<file path="config.mk">
export PLATFORM = sky130hd
export DESIGN_NAME = scheduled_light_ramp_dimmer
export DESIGN_NICKNAME = d
export VERILOG_FILES = /design/src/rtl/core/slrd_pkg.sv /design/src/rtl/core/scheduled_light_ramp_dimmer.sv /design/src/rtl/core/slrd_serdiv.sv
export SDC_FILE = /design/constraint.sdc
export NUM_CORES = 1
export LEC_CHECK = 0
export ABC_CLOCK_PERIOD_IN_PS = 22900
export BUFFER_PORTS_ARGS = -buffer_cell sky130_fd_sc_hd__buf_2
export CORE_AREA = 3 3 255 257
export DETAILED_ROUTE_END_ITERATION = 12
export DIE_AREA = 0 0 258 260
export GPL_ROUTABILITY_DRIVEN = 0
export GPL_TIMING_DRIVEN = 1
export MAX_ROUTING_LAYER = met4
export SETUP_SLACK_MARGIN = 0.05
export SLEW_MARGIN = 20
export SYNTH_ARGS = -nofsm -noshare
export SYNTH_HDL_FRONTEND = slang
export SYNTH_SLANG_ARGS = --single-unit
</file>
<file path="constraint.sdc">
create_clock -name clk -period 22.9 [get_ports clk]
set_clock_uncertainty 0.2 [all_clocks]
set_input_delay 4.58 -clock clk [delete_from_list [all_inputs] [get_ports clk]]
set_output_delay 4.58 -clock clk [all_outputs]
set_load 0.03 [all_outputs]
</file>
<file path="src/rtl/core/slrd_pkg.sv">
package slrd_pkg;

  // Field and internal widths.
  localparam int unsigned MIN_W      = 11;  // minute of day, window length
  localparam int unsigned HOUR_W     = 5;
  localparam int unsigned MINUTE_W   = 6;
  localparam int unsigned PCT_W      = 6;   // rise and fall share
  localparam int unsigned DUTY_W     = 7;
  localparam int unsigned PWM_OUT_W  = 12;
  localparam int unsigned LAMP_W     = 2;
  localparam int unsigned CFG_IDX_W  = 3;
  localparam int unsigned CFG_DATA_W = 11;
  localparam int unsigned PROD_W     = 17;  // share times length, up to 72000
  localparam int unsigned PCT100_W   = 18;  // hundred times a length
  localparam int unsigned RAMP_NUM_W = 24;  // 9500 times a length
  localparam int unsigned MCNT_W     = 3;   // counts the share bits

  // Limits and constants of the schedule.
  localparam logic [HOUR_W-1:0]     HOUR_MAX        = 5'd23;
  localparam logic [MINUTE_W-1:0]   MINUTE_MAX      = 6'd59;
  localparam logic [MIN_W-1:0]      DAY_LAST        = 11'd1439;
  localparam logic [MIN_W-1:0]      LEN_MAX         = 11'd1440;
  localparam logic [MIN_W:0]        MINUTES_PER_DAY = 12'd1440;
  localparam logic [PCT_W-1:0]      RAMP_PCT_MAX    = 6'd50;
  localparam logic [DUTY_W-1:0]     DUTY_MAX        = 7'd95;
  localparam logic [DUTY_W-1:0]     PCT_FULL        = 7'd100;
  localparam logic [RAMP_NUM_W-1:0] RAMP_SCALE      = 24'd9500;

  // Lamp state codes as seen on the result word.
  typedef enum logic [LAMP_W-1:0] {
    LAMP_OFF    = 2'd0,
    LAMP_SCHED  = 2'd1,
    LAMP_MANUAL = 2'd2
  } lamp_t;

  // Configuration register indexes.
  typedef enum logic [CFG_IDX_W-1:0] {
    CFG_WIN_START  = 3'd0,
    CFG_WIN_END    = 3'd1,
    CFG_WIN_LEN    = 3'd2,
    CFG_RISE_PCT   = 3'd3,
    CFG_FALL_PCT   = 3'd4,
    CFG_MAN_MODE   = 3'd5,
    CFG_MAN_SWITCH = 3'd6
  } cfg_idx_t;

endpackage

</file>
<file path="src/rtl/core/scheduled_light_ramp_dimmer.sv">
// Scheduled light ramp dimmer.
// The input channel takes one word per update tick: the hour and minute of
// the day. For each accepted word the block returns exactly one result word
// with the lamp duty in percent, the PWM compare value, power enable, the
// lamp state and a flag that marks a change of duty since the last tick.
// The configuration port writes the window, ramp shares and manual controls;
// write it only while no tick is in flight.
// A tick passes through the shift-add multiplier for the ramp shares, a
// decision state, the bit-serial divider for the ramp ratio (skipped when no
// ramp division is needed), the same divider again for the PWM compare value
// and a final state that loads the result. The next tick is taken only
// after the result is loaded, once the sequencer is back in idle.
// A finished result sits in the output register; a new tick is accepted
// while it waits, and the result stage holds the next one back until the
// receiver lowers out_stall.
// Synchronous active-low reset restores the default registers, clears the
// stored duty to zero and empties the pipeline; no clearing pass is needed.
module scheduled_light_ramp_dimmer
  import slrd_pkg::*;
#(
  parameter int unsigned PWM_BITS = 12
) (
  input  logic                  clk,
  input  logic                  rst_n,
  input  logic                  in_valid,
  output logic                  in_stall,
  input  logic [HOUR_W-1:0]     in_clock_hour,
  input  logic [MINUTE_W-1:0]   in_clock_minute,
  output logic                  out_valid,
  input  logic                  out_stall,
  output logic [DUTY_W-1:0]     out_duty_percent,
  output logic [PWM_OUT_W-1:0]  out_pwm_compare,
  output logic                  out_power_enable,
  output logic [LAMP_W-1:0]     out_lamp_state,
  output logic                  out_duty_changed,
  input  logic                  cfg_we,
  input  logic [CFG_IDX_W-1:0]  cfg_index,
  input  logic [CFG_DATA_W-1:0] cfg_wdata
);

  localparam int unsigned PWM_NUM_W = DUTY_W + PWM_BITS;
  localparam int unsigned NUM_W = (PWM_NUM_W > RAMP_NUM_W) ? PWM_NUM_W : RAMP_NUM_W;
  localparam int unsigned QUO_W = (PWM_BITS > DUTY_W) ? PWM_BITS : DUTY_W;
  localparam int unsigned CNT_W = $clog2(QUO_W + 1);

  typedef enum logic [7:0] {
    S_IDLE   = 8'b0000_0001,
    S_MUL    = 8'b0000_0010,
    S_DEC    = 8'b0000_0100,
    S_DSTART = 8'b0000_1000,
    S_DDIV   = 8'b0001_0000,
    S_PSTART = 8'b0010_0000,
    S_PDIV   = 8'b0100_0000,
    S_OUT    = 8'b1000_0000
  } state_t;

  // Configuration registers.
  logic [MIN_W-1:0] win_start_r;
  logic [MIN_W-1:0] win_end_r;
  logic [MIN_W-1:0] win_len_r;
  logic [PCT_W-1:0] rise_pct_r;
  logic [PCT_W-1:0] fall_pct_r;
  logic             man_mode_r;
  logic             man_switch_r;

  // Control state.
  state_t            state_r, state_nxt;
  logic [MCNT_W-1:0] mcnt_r, mcnt_nxt;
  logic              out_valid_r, out_valid_nxt;
  logic [DUTY_W-1:0] cur_duty_r, cur_duty_nxt;

  // Working registers.
  logic [MIN_W-1:0]     cur_r, cur_nxt;
  logic [PCT_W-1:0]     up_sr_r, up_sr_nxt;
  logic [PCT_W-1:0]     dn_sr_r, dn_sr_nxt;
  logic [PROD_W-1:0]    mcand_r, mcand_nxt;
  logic [PROD_W-1:0]    pup_r, pup_nxt;
  logic [PROD_W-1:0]    pdn_r, pdn_nxt;
  logic [MIN_W-1:0]     x_r, x_nxt;
  logic [PROD_W-1:0]    den_r, den_nxt;
  logic [DUTY_W-1:0]    duty_r, duty_nxt;
  lamp_t                lamp_r, lamp_nxt;
  logic [PWM_OUT_W-1:0] pwm_r, pwm_nxt;

  // Output word register.
  logic [DUTY_W-1:0]    o_duty_r, o_duty_nxt;
  logic [PWM_OUT_W-1:0] o_pwm_r, o_pwm_nxt;
  lamp_t                o_lamp_r, o_lamp_nxt;
  logic                 o_changed_r, o_changed_nxt;

  // Divider interface.
  logic             div_start;
  logic [NUM_W-1:0] div_num;
  logic [PROD_W-1:0] div_den;
  logic [CNT_W-1:0] div_nbits;
  logic             div_done;
  logic [QUO_W-1:0] div_quo;

  // Saturated inputs and registers.
  logic [HOUR_W-1:0]   hour_s;
  logic [MINUTE_W-1:0] minute_s;
  logic [MIN_W-1:0]    start_s, end_s, len_s;
  logic [PCT_W-1:0]    up_s, dn_s;

  // Window decision terms.
  logic                wrap;
  logic [MIN_W:0]      end_x, cur_x;
  logic                in_win;
  logic [MIN_W-1:0]    elapsed;
  logic [PCT100_W-1:0] e100, fall_thr;

  logic in_take;
  logic out_free;

  assign hour_s   = (in_clock_hour > HOUR_MAX) ? HOUR_MAX : in_clock_hour;
  assign minute_s = (in_clock_minute > MINUTE_MAX) ? MINUTE_MAX : in_clock_minute;
  assign start_s  = (win_start_r > DAY_LAST) ? DAY_LAST : win_start_r;
  assign end_s    = (win_end_r > DAY_LAST) ? DAY_LAST : win_end_r;
  assign len_s    = (win_len_r > LEN_MAX) ? LEN_MAX : win_len_r;
  assign up_s     = (rise_pct_r > RAMP_PCT_MAX) ? RAMP_PCT_MAX : rise_pct_r;
  assign dn_s     = (fall_pct_r > RAMP_PCT_MAX) ? RAMP_PCT_MAX : fall_pct_r;

  // An end below the start carries the window across midnight.
  assign wrap    = (end_s < start_s);
  assign end_x   = wrap ? ({1'b0, end_s} + MINUTES_PER_DAY) : {1'b0, end_s};
  assign cur_x   = (wrap && (cur_r < start_s)) ? ({1'b0, cur_r} + MINUTES_PER_DAY)
                                               : {1'b0, cur_r};
  assign in_win  = (cur_x >= {1'b0, start_s}) && (cur_x < end_x);
  assign elapsed = MIN_W'(cur_x - {1'b0, start_s});

  // Phase boundaries, scaled by a hundred to compare with share times length.
  assign e100     = PCT100_W'(elapsed) * PCT100_W'(PCT_FULL);
  assign fall_thr = PCT100_W'(len_s) * PCT100_W'(PCT_FULL) - PCT100_W'(pdn_r);

  assign in_take  = in_valid && (state_r == S_IDLE);
  assign out_free = !out_valid_r || !out_stall;

  // Divider operands: the ramp ratio first, then the PWM scaling by 1/100.
  assign div_start = (state_r == S_DSTART) || (state_r == S_PSTART);
  always_comb begin
    if (state_r == S_PSTART) begin
      div_num   = (NUM_W'(duty_r) << PWM_BITS) - NUM_W'(duty_r);
      div_den   = PROD_W'(PCT_FULL);
      div_nbits = CNT_W'(PWM_BITS);
    end else begin
      div_num   = NUM_W'(RAMP_NUM_W'(x_r) * RAMP_SCALE);
      div_den   = den_r;
      div_nbits = CNT_W'(DUTY_W);
    end
  end

  slrd_serdiv #(
    .NUM_W (NUM_W),
    .DEN_W (PROD_W),
    .QUO_W (QUO_W),
    .CNT_W (CNT_W)
  ) u_div (
    .clk   (clk),
    .rst_n (rst_n),
    .start (div_start),
    .num   (div_num),
    .den   (div_den),
    .nbits (div_nbits),
    .done  (div_done),
    .quo   (div_quo)
  );

  // Sequencer and datapath next values.
  always_comb begin
    state_nxt     = state_r;
    mcnt_nxt      = mcnt_r;
    out_valid_nxt = out_valid_r;
    cur_duty_nxt  = cur_duty_r;
    cur_nxt       = cur_r;
    up_sr_nxt     = up_sr_r;
    dn_sr_nxt     = dn_sr_r;
    mcand_nxt     = mcand_r;
    pup_nxt       = pup_r;
    pdn_nxt       = pdn_r;
    x_nxt         = x_r;
    den_nxt       = den_r;
    duty_nxt      = duty_r;
    lamp_nxt      = lamp_r;
    pwm_nxt       = pwm_r;
    o_duty_nxt    = o_duty_r;
    o_pwm_nxt     = o_pwm_r;
    o_lamp_nxt    = o_lamp_r;
    o_changed_nxt = o_changed_r;

    // The receiver takes the waiting word.
    if (out_valid_r && !out_stall) begin
      out_valid_nxt = 1'b0;
    end

    case (state_r)
      S_IDLE: begin
        // Minute of day and a fresh shift-add of the two ramp shares.
        if (in_take) begin
          cur_nxt   = (MIN_W'(hour_s) << 6) - (MIN_W'(hour_s) << 2) + MIN_W'(minute_s);
          up_sr_nxt = up_s;
          dn_sr_nxt = dn_s;
          mcand_nxt = PROD_W'(len_s);
          pup_nxt   = '0;
          pdn_nxt   = '0;
          mcnt_nxt  = MCNT_W'(PCT_W);
          state_nxt = S_MUL;
        end
      end
      S_MUL: begin
        // One bit of each share per cycle.
        if (up_sr_r[0]) begin
          pup_nxt = pup_r + mcand_r;
        end
        if (dn_sr_r[0]) begin
          pdn_nxt = pdn_r + mcand_r;
        end
        up_sr_nxt = up_sr_r >> 1;
        dn_sr_nxt = dn_sr_r >> 1;
        mcand_nxt = mcand_r << 1;
        mcnt_nxt  = mcnt_r - MCNT_W'(1);
        if (mcnt_r == MCNT_W'(1)) begin
          state_nxt = S_DEC;
        end
      end
      S_DEC: begin
        // With a non-zero length, a zero product means a zero share.
        state_nxt = S_PSTART;
        if (man_mode_r) begin
          duty_nxt = man_switch_r ? DUTY_MAX : '0;
          lamp_nxt = man_switch_r ? LAMP_MANUAL : LAMP_OFF;
        end else if (!in_win) begin
          duty_nxt = '0;
          lamp_nxt = LAMP_OFF;
        end else if (len_s == '0) begin
          duty_nxt = DUTY_MAX;
          lamp_nxt = LAMP_SCHED;
        end else if (elapsed >= len_s) begin
          duty_nxt = '0;
          lamp_nxt = LAMP_OFF;
        end else if ((pup_r != '0) && (e100 <= PCT100_W'(pup_r))) begin
          x_nxt     = elapsed;
          den_nxt   = pup_r;
          state_nxt = S_DSTART;
        end else if ((e100 <= fall_thr) || (pdn_r == '0)) begin
          duty_nxt = DUTY_MAX;
          lamp_nxt = LAMP_SCHED;
        end else begin
          x_nxt     = len_s - elapsed;
          den_nxt   = pdn_r;
          state_nxt = S_DSTART;
        end
      end
      S_DSTART: begin
        state_nxt = S_DDIV;
      end
      S_DDIV: begin
        // A ramp that rounds down to nothing leaves the lamp off.
        if (div_done) begin
          duty_nxt  = (div_quo > QUO_W'(DUTY_MAX)) ? DUTY_MAX : DUTY_W'(div_quo);
          lamp_nxt  = (div_quo != '0) ? LAMP_SCHED : LAMP_OFF;
          state_nxt = S_PSTART;
        end
      end
      S_PSTART: begin
        state_nxt = S_PDIV;
      end
      S_PDIV: begin
        if (div_done) begin
          pwm_nxt   = PWM_OUT_W'(div_quo);
          state_nxt = S_OUT;
        end
      end
      S_OUT: begin
        // Load the result word once the output register is free.
        if (out_free) begin
          o_duty_nxt    = duty_r;
          o_pwm_nxt     = pwm_r;
          o_lamp_nxt    = lamp_r;
          o_changed_nxt = (duty_r != cur_duty_r);
          cur_duty_nxt  = duty_r;
          out_valid_nxt = 1'b1;
          state_nxt     = S_IDLE;
        end
      end
      default: begin
        state_nxt = S_IDLE;
      end
    endcase
  end

  // Control registers and configuration.
  always_ff @(posedge clk) begin
    if (!rst_n) begin
      state_r      <= S_IDLE;
      mcnt_r       <= '0;
      out_valid_r  <= 1'b0;
      cur_duty_r   <= '0;
      win_start_r  <= 11'd480;
      win_end_r    <= 11'd1080;
      win_len_r    <= 11'd600;
      rise_pct_r   <= 6'd30;
      fall_pct_r   <= 6'd30;
      man_mode_r   <= 1'b0;
      man_switch_r <= 1'b0;
    end else begin
      state_r     <= state_nxt;
      mcnt_r      <= mcnt_nxt;
      out_valid_r <= out_valid_nxt;
      cur_duty_r  <= cur_duty_nxt;
      if (cfg_we) begin
        case (cfg_idx_t'(cfg_index))
          CFG_WIN_START:  win_start_r  <= cfg_wdata[MIN_W-1:0];
          CFG_WIN_END:    win_end_r    <= cfg_wdata[MIN_W-1:0];
          CFG_WIN_LEN:    win_len_r    <= cfg_wdata[MIN_W-1:0];
          CFG_RISE_PCT:   rise_pct_r   <= cfg_wdata[PCT_W-1:0];
          CFG_FALL_PCT:   fall_pct_r   <= cfg_wdata[PCT_W-1:0];
          CFG_MAN_MODE:   man_mode_r   <= cfg_wdata[0];
          CFG_MAN_SWITCH: man_switch_r <= cfg_wdata[0];
          default: begin
          end
        endcase
      end
    end
  end

  // Payload registers.
  always_ff @(posedge clk) begin
    cur_r       <= cur_nxt;
    up_sr_r     <= up_sr_nxt;
    dn_sr_r     <= dn_sr_nxt;
    mcand_r     <= mcand_nxt;
    pup_r       <= pup_nxt;
    pdn_r       <= pdn_nxt;
    x_r         <= x_nxt;
    den_r       <= den_nxt;
    duty_r      <= duty_nxt;
    lamp_r      <= lamp_nxt;
    pwm_r       <= pwm_nxt;
    o_duty_r    <= o_duty_nxt;
    o_pwm_r     <= o_pwm_nxt;
    o_lamp_r    <= o_lamp_nxt;
    o_changed_r <= o_changed_nxt;
  end

  assign in_stall         = (state_r != S_IDLE);
  assign out_valid        = out_valid_r;
  assign out_duty_percent = o_duty_r;
  assign out_pwm_compare  = o_pwm_r;
  assign out_power_enable = (o_lamp_r != LAMP_OFF);
  assign out_lamp_state   = o_lamp_r;
  assign out_duty_changed = o_changed_r;

  // The divider only finishes while the sequencer waits for it.
  a_div_done_expected: assert property (@(posedge clk) disable iff (!rst_n)
    div_done |-> ((state_r == S_DDIV) || (state_r == S_PDIV)))
    else $error("divider finished outside a divide state");

  // An accepted tick always starts the share multiplication.
  a_take_starts_mul: assert property (@(posedge clk) disable iff (!rst_n)
    in_take |=> (state_r == S_MUL))
    else $error("accepted tick did not start the multiplier");

  // A waiting word is never overwritten by the next result.
  a_no_overwrite: assert property (@(posedge clk) disable iff (!rst_n)
    (out_valid_r && out_stall) |=> (out_valid_r && $stable(o_duty_r)
                                    && $stable(o_pwm_r)))
    else $error("pending result word was overwritten");

endmodule

</file>
<file path="src/rtl/core/slrd_serdiv.sv">
// Restoring divider that produces one quotient bit per cycle, most significant
// first. The divisor is pre-shifted by nbits-1 and walks right one place per
// cycle; the caller guarantees that the quotient fits in nbits.
module slrd_serdiv #(
  parameter int unsigned NUM_W = 24,
  parameter int unsigned DEN_W = 17,
  parameter int unsigned QUO_W = 12,
  parameter int unsigned CNT_W = $clog2(QUO_W + 1)
) (
  input  logic             clk,
  input  logic             rst_n,
  input  logic             start,
  input  logic [NUM_W-1:0] num,
  input  logic [DEN_W-1:0] den,
  input  logic [CNT_W-1:0] nbits,
  output logic             done,
  output logic [QUO_W-1:0] quo
);

  localparam int unsigned SH_W  = DEN_W + QUO_W - 1;
  localparam int unsigned CMP_W = (SH_W > NUM_W) ? SH_W : NUM_W;

  logic             busy_r;
  logic             done_r;
  logic [CNT_W-1:0] cnt_r;
  logic [NUM_W-1:0] rem_r;
  logic [SH_W-1:0]  dsr_r;
  logic [QUO_W-1:0] quo_r;

  logic [CMP_W-1:0] rem_ext;
  logic [CMP_W-1:0] dsr_ext;
  logic [CMP_W-1:0] diff;
  logic             take;

  // One trial subtraction of the shifted divisor.
  assign rem_ext = CMP_W'(rem_r);
  assign dsr_ext = CMP_W'(dsr_r);
  assign diff    = rem_ext - dsr_ext;
  assign take    = (rem_ext >= dsr_ext);

  // Control: busy while bits remain, a one-cycle done after the last bit.
  always_ff @(posedge clk) begin
    if (!rst_n) begin
      busy_r <= 1'b0;
      done_r <= 1'b0;
      cnt_r  <= '0;
    end else begin
      done_r <= 1'b0;
      if (start) begin
        busy_r <= 1'b1;
        cnt_r  <= nbits;
      end else if (busy_r) begin
        cnt_r <= cnt_r - CNT_W'(1);
        if (cnt_r == CNT_W'(1)) begin
          busy_r <= 1'b0;
          done_r <= 1'b1;
        end
      end
    end
  end

  // Datapath: remainder, walking divisor and quotient shift register.
  always_ff @(posedge clk) begin
    if (start) begin
      rem_r <= num;
      dsr_r <= SH_W'(den) << (nbits - CNT_W'(1));
      quo_r <= '0;
    end else if (busy_r) begin
      if (take) begin
        rem_r <= NUM_W'(diff);
      end
      dsr_r <= dsr_r >> 1;
      quo_r <= {quo_r[QUO_W-2:0], take};
    end
  end

  assign done = done_r;
  assign quo  = quo_r;

endmodule

</file>
; ---- Word level (Yosys, flattened, before mapping)
; Index checks and enable logic that the tools add are counted.
[word_totals]
regBits = 281
[classes]
addsub = 14
mul = 3
magnitude_cmp = 16
n_eq_ne = 28
shift = 1
n_mux = 75
n_bitwise = 5
n_reduce_logical = 38
[ops]
columns = op, count
row1 = 17-bit two-way mux, 7
row2 = 17-bit one-hot mux with 2 select lines, 3
row3 = 24-bit two-way mux, 4
row4 = 6-bit two-way mux, 11
row5 = 8-bit one-hot mux with 8 select lines, 1
row6 = 7-bit two-way mux, 9
row7 = 28-bit two-way mux, 2
row8 = 11-bit two-way mux, 5
row9 = 8-bit two-way mux, 5
row10 = 17-bit adder, 2
row11 = 11-bit > comparator (second input constant), 3
row12 = 11-bit by 5-bit multiplier with 16-bit output (second input constant), 2
row13 = 24-bit by 28-bit greater-or-equal comparator with 1-bit output, 1
row14 = 17-bit by 4-bit << shifter with 28-bit output, 1
row15 = 11-bit by 11-bit adder with 12-bit output (second input constant), 2
row16 = 12-bit two-way mux, 2
row17 = 6-bit one-hot mux with 2 select lines, 2
row18 = 2-bit AND reduction, 12
row19 = 24-bit subtractor, 1
row20 = 11-bit less-than comparator, 2
row21 = 11-bit by 12-bit multiplier with 22-bit output (second input constant), 1
row22 = 11-bit subtractor, 2
row23 = 19-bit by 7-bit subtractor with 20-bit output, 1
row24 = 6-bit > comparator (second input constant), 3
row25 = other kinds (52), 96

; ---- Depth between registers and ports, before layout
; Gate-level depths: netlist (run 1).
[logic_depth]
depth_word = 16
mapped_depth = 40
depth_no_buf = 40

; ---- Modules after synthesis
; Synthesis (run 1) repeated with hierarchy kept, for this count alone.
[unflattened]
cells_unflattened = 2536
area_unflattened_um2 = 23164.7
[by_module_without_submodules]
columns = mod, instances, cells_per_inst, area_per_inst_um2
row1 = scheduled_light_ramp_dimmer, 1, 1979, 18192.4
row2 = slrd_serdiv, 1, 557, 4972.3

; ---- Worst setup path after synthesis (run 1)
; No wires, ideal clock.
[synth_timing]
path_type = reg-to-reg
startpoint = register win_end_r[5]
endpoint = register den_r[0] (enable)
setup_ns = 0.448
t_arrival_ns = 9.411
required_ns = 22.252
path_slack_ns = 12.841
path_stages_with_launch = 35
path_cell_list = dfxtp_1 o211a_1 o21ai_2 or2b_1 ha_1 a21o_1 a21o_1 a211o_1 a21oi_1 o211ai_2 nor3_4 mux2_2 ha_1 nor3_1 a21oi_1 nand2_1 inv_1 ha_1 ha_1 inv_1 fa_1 inv_1 ha_1 o21ai_0 a21boi_0 o21ai_0 a21boi_0 or4b_1 nand3_1 ha_1 a211o_1 a211oi_1 o22a_1 a32oi_1 nor3_1
[synth_via]
elab_chain_cells = 11
[synth_lines]
columns = item, line_no
row1 = from (decl), scheduled_light_ramp_dimmer.sv:59  ; logic [MIN_W-1:0] win_end_r;
row2 = from (signal assigned), scheduled_light_ramp_dimmer.sv:313  ; CFG_WIN_END: win_end_r <= cfg_wdata[MIN_W-1:0];
row3 = 11-bit > comparator, scheduled_light_ramp_dimmer.sv:118  ; assign end_s = (win_end_r > DAY_LAST) ? DAY_LAST : win_end_r;
row4 = 11-bit two-way mux *, scheduled_light_ramp_dimmer.sv:118
row5 = 11-bit less-than comparator, scheduled_light_ramp_dimmer.sv:124  ; assign wrap = (end_s < start_s);
row6 = 1-bit logical AND, scheduled_light_ramp_dimmer.sv:126  ; assign cur_x = (wrap && (cur_r < start_s)) ? ({1'b0, cur_r} + MINUTES_PER_DAY)
row7 = 12-bit two-way mux, scheduled_light_ramp_dimmer.sv:126
row8 = 11-bit subtractor, scheduled_light_ramp_dimmer.sv:129  ; assign elapsed = MIN_W'(cur_x - {1'b0, start_s});
row9 = 11-bit by 5-bit multiplier with 16-bit output, scheduled_light_ramp_dimmer.sv:132  ; assign e100 = PCT100_W'(elapsed) * PCT100_W'(PCT_FULL);
row10 = 18-bit by 17-bit less-or-equal comparator with 1-bit output / 18-bit less-or-equal comparator (equally long branches), "scheduled_light_ramp_dimmer.sv:240, scheduled_light_ramp_dimmer.sv:244"
row11 = 1-bit logical AND / 1-bit logical OR (equally long branches), "scheduled_light_ramp_dimmer.sv:240, scheduled_light_ramp_dimmer.sv:244"
row12 = 2-bit inequality test (no source line), --
row13 = 6-bit AND reduction (no source line) *, --
row14 = to (signal assigned), scheduled_light_ramp_dimmer.sv:335  ; den_r <= den_nxt;
row15 = to (decl), scheduled_light_ramp_dimmer.sv:80  ; logic [PROD_W-1:0] den_r, den_nxt;
; Every way passes the cells marked *; elsewhere a longest branch is shown, timed or not.
; A chain may end at the register's enable or synchronous reset.

; ---- Worst setup path in the final report (run 1)
[layout_timing]
startpoint = register win_start_r[5]
endpoint = register duty_r[4] (enable)
[layout_via]
elab_chain_cells = 11
[layout_lines]
columns = item, line_no
row1 = from (decl), scheduled_light_ramp_dimmer.sv:58  ; logic [MIN_W-1:0] win_start_r;
row2 = from (signal assigned), scheduled_light_ramp_dimmer.sv:312  ; CFG_WIN_START: win_start_r <= cfg_wdata[MIN_W-1:0];
row3 = 11-bit > comparator, scheduled_light_ramp_dimmer.sv:117  ; assign start_s = (win_start_r > DAY_LAST) ? DAY_LAST : win_start_r;
row4 = 11-bit two-way mux *, scheduled_light_ramp_dimmer.sv:117
row5 = "11-bit less-than comparator, on equally long branches", "scheduled_light_ramp_dimmer.sv:124, scheduled_light_ramp_dimmer.sv:126"
row6 = 1-bit logical AND, scheduled_light_ramp_dimmer.sv:126
row7 = 12-bit two-way mux, scheduled_light_ramp_dimmer.sv:126
row8 = 11-bit subtractor, scheduled_light_ramp_dimmer.sv:129
row9 = 11-bit by 5-bit multiplier with 16-bit output, scheduled_light_ramp_dimmer.sv:132
row10 = 18-bit less-or-equal comparator / 18-bit by 17-bit less-or-equal comparator with 1-bit output (equally long branches), "scheduled_light_ramp_dimmer.sv:244, scheduled_light_ramp_dimmer.sv:240"
row11 = 1-bit logical OR / 1-bit logical AND (equally long branches), "scheduled_light_ramp_dimmer.sv:244, scheduled_light_ramp_dimmer.sv:240"
row12 = 6-bit inequality test (no source line), --
row13 = 4-bit AND reduction (no source line) *, --
row14 = to (signal assigned), scheduled_light_ramp_dimmer.sv:336  ; duty_r <= duty_nxt;
row15 = to (decl), scheduled_light_ramp_dimmer.sv:81  ; logic [DUTY_W-1:0] duty_r, duty_nxt;
; Marks and branches as above.

==> results of run 1 <==
flip-flops by register name, summed over array words and instances, names as in the netlist, 12 cells and up:
name and cells:
u_div.quo 12, den_r 17, pwm_r 12, pdn_r 17, u_div.rem_r 24, u_div.dsr_ext 28
pup_r 17, mcand_r 17, out_pwm_compare 12
cells by family (layout without fill, tap and decap cells):
group | count (synthesis) | count (layout)
flops | 281 | 281
simple gates | 766 | 766
fa+ha+maj | 364 | 364
mux | 26 | 26
xor+xnor | 117 | 117
other cells | 1 | 2
buf+inv | 290 | 355
compound gates | 521 | 521
worst max-delay path by stage:
| stage | from | depth (start not counted) | slack [ps] | end |
|---|---|---|---|---|
| 3_3_place_gp | win_end_r[5] | 33 | 13230 | duty_r[5] |
| 2_1_floorplan | win_end_r[5] | 34 | 12840 | den_r[0] |
| 3_5_place_dp | win_end_r[5] | 35 | 12950 | duty_r[5] |
| 5_1_grt | win_start_r[5] | 36 | 11900 | duty_r[3] |
| 6_report | win_start_r[5] | 36 | 12700 | duty_r[4] |
| 4_1_cts | win_start_r[5] | 36 | 12920 | duty_r[2] |
report_power, final:
group          internal [mW]  leakage [nW]  switching [mW]
Sequential             0.634          2.47          0.0379
Combinational          0.579          7.56           0.842
Clock                  0.322         0.571           0.217
cell usage in the layout, fill, tap and decap left out, types with 36 or more instances in the layout:
master and count:
a21boi_0 44, a21o_1 53, a21oi_1 113, buf_2 54
clkbuf_16 36, dfxtp_1 84, edfxtp_1 197, fa_1 42
ha_1 321, inv_1 230, nand2_1 267, nand2b_1 41
nand3_1 61, nor2_1 167, nor2b_1 39, nor3_1 45
o21ai_0 141, xnor2_1 67, xor2_1 50
cells in the mapped netlist (5+ instances only):
library cell  instances
ha_1                321
nand2_1             269
inv_1               230
edfxtp_1            197
nor2_1              167
o21ai_0             141
a21oi_1             113
dfxtp_1              84
xnor2_1              67
nand3_1              61
a21o_1               53
xor2_1               50
clkbuf_1             48
nor3_1               47
a21boi_0             44
fa_1                 42
nand2b_1             41
nor2b_1              39
and2_1               29
nand4_1              27
mux2i_1              24
o21a_1               22
a31oi_1              19
a211oi_1             18
nor4_1               15
and3_1               12
or2_2                12
or3_1                11
o22ai_1              10
buf_2                 9
nor3b_1               9
o211ai_1              8
a211o_1               7
nand3b_1              7
o31ai_1               7
o21bai_1              6
a32oi_1               5
o211a_1               5
o21ai_1               5
layer usage:
metal / track usage (%) / vias to the layer above / part of all wire (%)
li1: - / 8481 / -
met1: 20.7 / 8200 / 45
met2: 26.5 / 352 / 46
met3: 2.29 / 123 / 4.9
met4: 5.50 / 0 / 3.6
met5: - / - / 0
worst max-delay path: cells and delay by family, from the launching register on:
family	cells	cell delay [ps]
multiplexers	1	400
buffers and inverters	4	340
flip-flops	1	330
AO/OA/AOI/OAI	15	3160
AND/OR/NAND/NOR	9	3110
adder cells (fa/ha/maj)	7	2290
final cells by class:
cell class | count | area [um^2] | share of cell area [%]
well taps | 846 | 1060 | 4.36
clock inverters | 12 | 120 | 0.495
clock buffers | 46 | 1020 | 4.20
repair buffers | 66 | 360 | 1.48
flip-flops and latches | 281 | 7600 | 31.3
diodes | 1 | 2.50 | 0.0103
multi-input cells | 1795 | 13200 | 54.6
inverters | 231 | 867 | 3.57
==> results.yml, run 1 <==
route:
  post_drt_wl_per_cell_um: 16.4
  vias_per_cell: 5.23
  antenna_left: 0
  wl_mm: 53.6
  num_vias: 17200
  first_pass_iters: 5
  drcViolationCount: 0
  drt_iter0_drc: 881
worst_setup_path:
  crit_path_start_kind: "flop"
  worstReg2RegStart: "win_start_r[5]"
  worst_ep_required_time_ps: 22930
  critPathSlowestCell: "nor4b_1"
  crit_top_cell: "ha_1"
  end_kind: "flop"
  worstPathArrival_ps: 10230
  critPathMaxFanout: 9
  regToRegEndpoint: "duty_r[4]"
  r2r_cells: 36
  cpPeakStageDelay_ps: 900
  reg2reg_setup_slack_ps: 12700
  worstSetupPathType: "flop to flop"
floorplanning:
  fp.dieH_um: 260
  start_util_pct: 34.8
  design.portCount: 55
  die_w_um: 258
  die_area_mm2: 0.0671
  core-area_mm2: 0.0630
  rows: 92
timing:
  slew_viol_final: 0
  tightest_slew_ps: 1060
  tns_ps: 0
  slew_headroom_pct: 28.1
  finalCritPeriodShare_pct: 44.6
  max_freq_mhz: 98.0
  setup_viol: 0
  whs_ps: 217
  finalCriticalPeriod_ps: 10200
  worst_slack_ps: 12700
  rsz0062_at_grt: "false"
  hold_viol_final: 0
hold_path:
  holdPathStages: 0
  hp-class: "flop to flop"
  min_from: "pwm_r[2]"
  hold-path-endpoint: "out_pwm_compare[2]"
finish:
  fin_nets: 2799
  fill_cells: 6287
  final_cell_area_mm2: 0.0243
  fin_util_pct: 38.5
  drive_gt1_share_pct: 6.91
  fin_cells: 3278
  area_growth_pct: 10.7
clock_network:
  cts_tree: "yes"
  postCtsHoldBufs: 0
  root_buffer: "clkbuf_16"
  clockBufferDepth: 3
  post_cts_buffers: 0
  cts_sinks: 281
  path_clk_slew_ps: 60
  clk_latency_ps: 600
  cts_resized: 0
  cts_buffers: 31
  htreeDepth: 1
yosys:
  synth_top_family_by_area: "adder cells"
  yosysTopAreaCellShare_pct: 27.0
  yosys_most_used_dff: "edfxtp_1"
  syn_inst: 2366
  synth_fa_ha_area_share_pct: 22.2
  syn_nets: 2759
  yosys_register_bits: 281
  ys_types: 82
  synth_warnings: 0
  ys_seq_area_share_pct: 34.7
  synthTopCellsByArea: "edfxtp_1 (27%), ha_1 (18%), dfxtp_1 (7.7%), nand2_1 (4.6%), inv_1 (3.9%)"
  syn_area_mm2: 0.0219
  async_flop_share_pct: 0
  muxShareOfSynthArea_pct: 1.20
  yosysTopAreaCell: "edfxtp_1"
  yosys.area_share.simple_pct: 16.7
  synth_xor_area_share_pct: 4.68
  synth_compound_area_share_pct: 15.5
  avgSynthCellArea_um2: 9.26
  synth_edf_count: 197
placement:
  dp_cells: 3219
  dpl_cell_area_mm2: 0.0231
  pre_cts_ws_ps: 12950
  dpl.hpwl_mm: 41.9
  port_buffers: 54
power_and_ir_drop:
  power.total_mw: 2.63
  powerDensity_mw_per_mm2: 108
  irDropWorstVdd_v: 0.000126
  leakage_nw: 10.6
grt:
  grt_pass1_vias: 16900
  overflow: 0
  grt_max_degree: 73
  grt_pass1_wl_mm: 86.9
  antenna_found_initial: 2
  grt_usage_pct: 16.2
run_status:
  status: "complete, no violations"
run:
  drv_cap: 0
Note: power is estimated with default switching activity, not from simulation.
==> inputs of run 2 (changes only) <==
--- a/config.mk
+++ b/config.mk
@@ -5,7 +5,7 @@
 export SDC_FILE = /design/constraint.sdc
 export NUM_CORES = 1
 export LEC_CHECK = 0
-export ABC_CLOCK_PERIOD_IN_PS = 22900
+export ABC_CLOCK_PERIOD_IN_PS = 10200
 export BUFFER_PORTS_ARGS = -buffer_cell sky130_fd_sc_hd__buf_2
 export CORE_AREA = 3 3 255 257
 export DETAILED_ROUTE_END_ITERATION = 12
==> constraint.sdc (replaced) <==
create_clock -name clk -period 10.2 [get_ports clk]
set_clock_uncertainty 0.2 [all_clocks]
set_input_delay 2.04 -clock clk [delete_from_list [all_inputs] [get_ports clk]]
set_output_delay 2.04 -clock clk [all_outputs]
set_load 0.03 [all_outputs]
==> results.yml, run 2 (synthesized netlist as in run 1, its figures left out) <==
timing:
  max_freq_mhz: 106
  slew_headroom_pct: 31.7
  setup_viol: 0
  hold_viol_final: 0
  tightest_slew_ps: 1020
  finalCriticalPeriod_ps: 9410
  finalCritPeriodShare_pct: 92.2
  rsz0062_at_grt: "false"
  slew_viol_final: 0
  tns_ps: 0
floorplanning:
  rows: 92
  die_w_um: 258
  start_util_pct: 34.8
  design.portCount: 55
  fp.dieH_um: 260
  die_area_mm2: 0.0671
  core-area_mm2: 0.0630
clock_network:
  root_buffer: "clkbuf_16"
  post_cts_buffers: 0
  cts_tree: "yes"
  clockBufferDepth: 3
  cts_buffers: 31
  postCtsHoldBufs: 0
  cts_sinks: 281
  path_clk_slew_ps: 60
  htreeDepth: 1
  clk_latency_ps: 590
route:
  first_pass_iters: 5
  vias_per_cell: 5.20
  wl_mm: 53.8
  drcViolationCount: 0
  post_drt_wl_per_cell_um: 16.4
  drt_iter0_drc: 1050
  num_vias: 17100
  antenna_left: 0
grt:
  grt_max_degree: 72
  grt_pass1_vias: 16800
  antenna_found_initial: 2
  grt_pass1_wl_mm: 86.9
  grt_usage_pct: 16.3
  overflow: 0
power_and_ir_drop:
  leakage_nw: 10.6
  powerDensity_mw_per_mm2: 247
  irDropWorstVdd_v: 0.000331
  power.total_mw: 5.98
placement:
  dpl_cell_area_mm2: 0.0231
  port_buffers: 54
  dpl.hpwl_mm: 42.1
hold_path:
  hp-class: "flop to flop"
finish:
  final_cell_area_mm2: 0.0242
  layout_common_cells: "ha_1 (321), nand2_1 (267), inv_1 (230), edfxtp_1 (197), nor2_1 (166)"
  fill_cells: 6232
  final_common_cell: "ha_1"
  fin_nets: 2801
  register_area_mm2: 0.00760
  multi_input_area_mm2: 0.0132
  antenna_cells: 0
  area_growth_pct: 10.5
  drive_gt1_share_pct: 6.82
  largest_reg_flops: 28
run:
  drv_cap: 0
worst_setup_path:
  worstPathArrival_ps: 9530
  cpPeakStageDelay_ps: 550
  end_kind: "flop"
  crit_top_cell: "ha_1"
  worstSetupPathType: "flop to flop"
  crit_path_start_kind: "flop"
  critPathSlowestCell: "fa_1"
  worst_ep_required_time_ps: 10320
  critPathMaxFanout: 9
run_status:
  status: "complete, no violations"
run 2: cell types whose count changed in the layout (fill, tap and decap cells not counted), moves of 4 or more:
| cell | before | now |
|---|---|---|
| clkinv_2 | 2 | 7 |
| inv_4 | 4 | 0 |
| clkbuf_16 | 36 | 31 |
| clkbuf_8 | 8 | 2 |
run 2: power by group:
part           internal, mW  switching (mW)  leakage, nW
registers              1.42          0.0820         2.47
logic                  1.32            1.98         7.57
clock network         0.679           0.482        0.518
total                  3.43            2.55         10.6
run 2: timing repair:
| action | 4_1_cts | 5_1_grt |
|---|---|---|
| endpoints found under the setup margin | 0 | 32 |
| hold endpoints to repair | 0 | 0 |
| resized for setup | 0 | 3 |
run 2: path summary, 6_finish.rpt:
path | startpoint | to | slack (ps) | cells after the start
setup / recovery | win_end_r[5] | duty_r[1] | 790 | 34
hold / removal | pwm_r[9] | out_pwm_compare[9] | 220 | 0
setup reg to reg | win_end_r[5] | duty_r[1] | 790 | 34
hold reg to reg | pwm_r[9] | out_pwm_compare[9] | 220 | 0
run 2: critical path: cells and delay by family (launching register included):
family / cells / cell delay [ps]
AO/OA/AOI/OAI: 15 / 3110
adder cells (fa/ha/maj): 6 / 2170
AND/OR/NAND/NOR: 7 / 1890
XOR/XNOR: 2 / 700
multiplexers: 1 / 400
flip-flops: 1 / 340
buffers and inverters: 3 / 330
run 2: final cells by class:
class	instances	area share [%]
Tap cell	846	4.37
Timing Repair Buffer	68	1.55
Clock buffer	38	3.40
Inverter	231	3.58
Sequential cell	281	31.4
Clock inverter	20	0.972
Multi-Input combinational cell	1795	54.7
run 2: metal layers:
metal	global-route usage (%)	part of all wire [%]
met1	20.7	45
met4	4.76	3.3
met3	1.83	4.1
met5	-	0
met2	27.4	47
run 2: metrics by stage:
stage                     cells  hold WS [ps]  utilization, %  setup WS [ps]
after floorplan            2366           200               -            141
after global placement     3221           208            36.7            812
after detailed placement   3221           206            36.7            513
after CTS                  3279           221            38.4            468
after global routing       3279           238            38.4            161
final                      3279           221            38.4            792
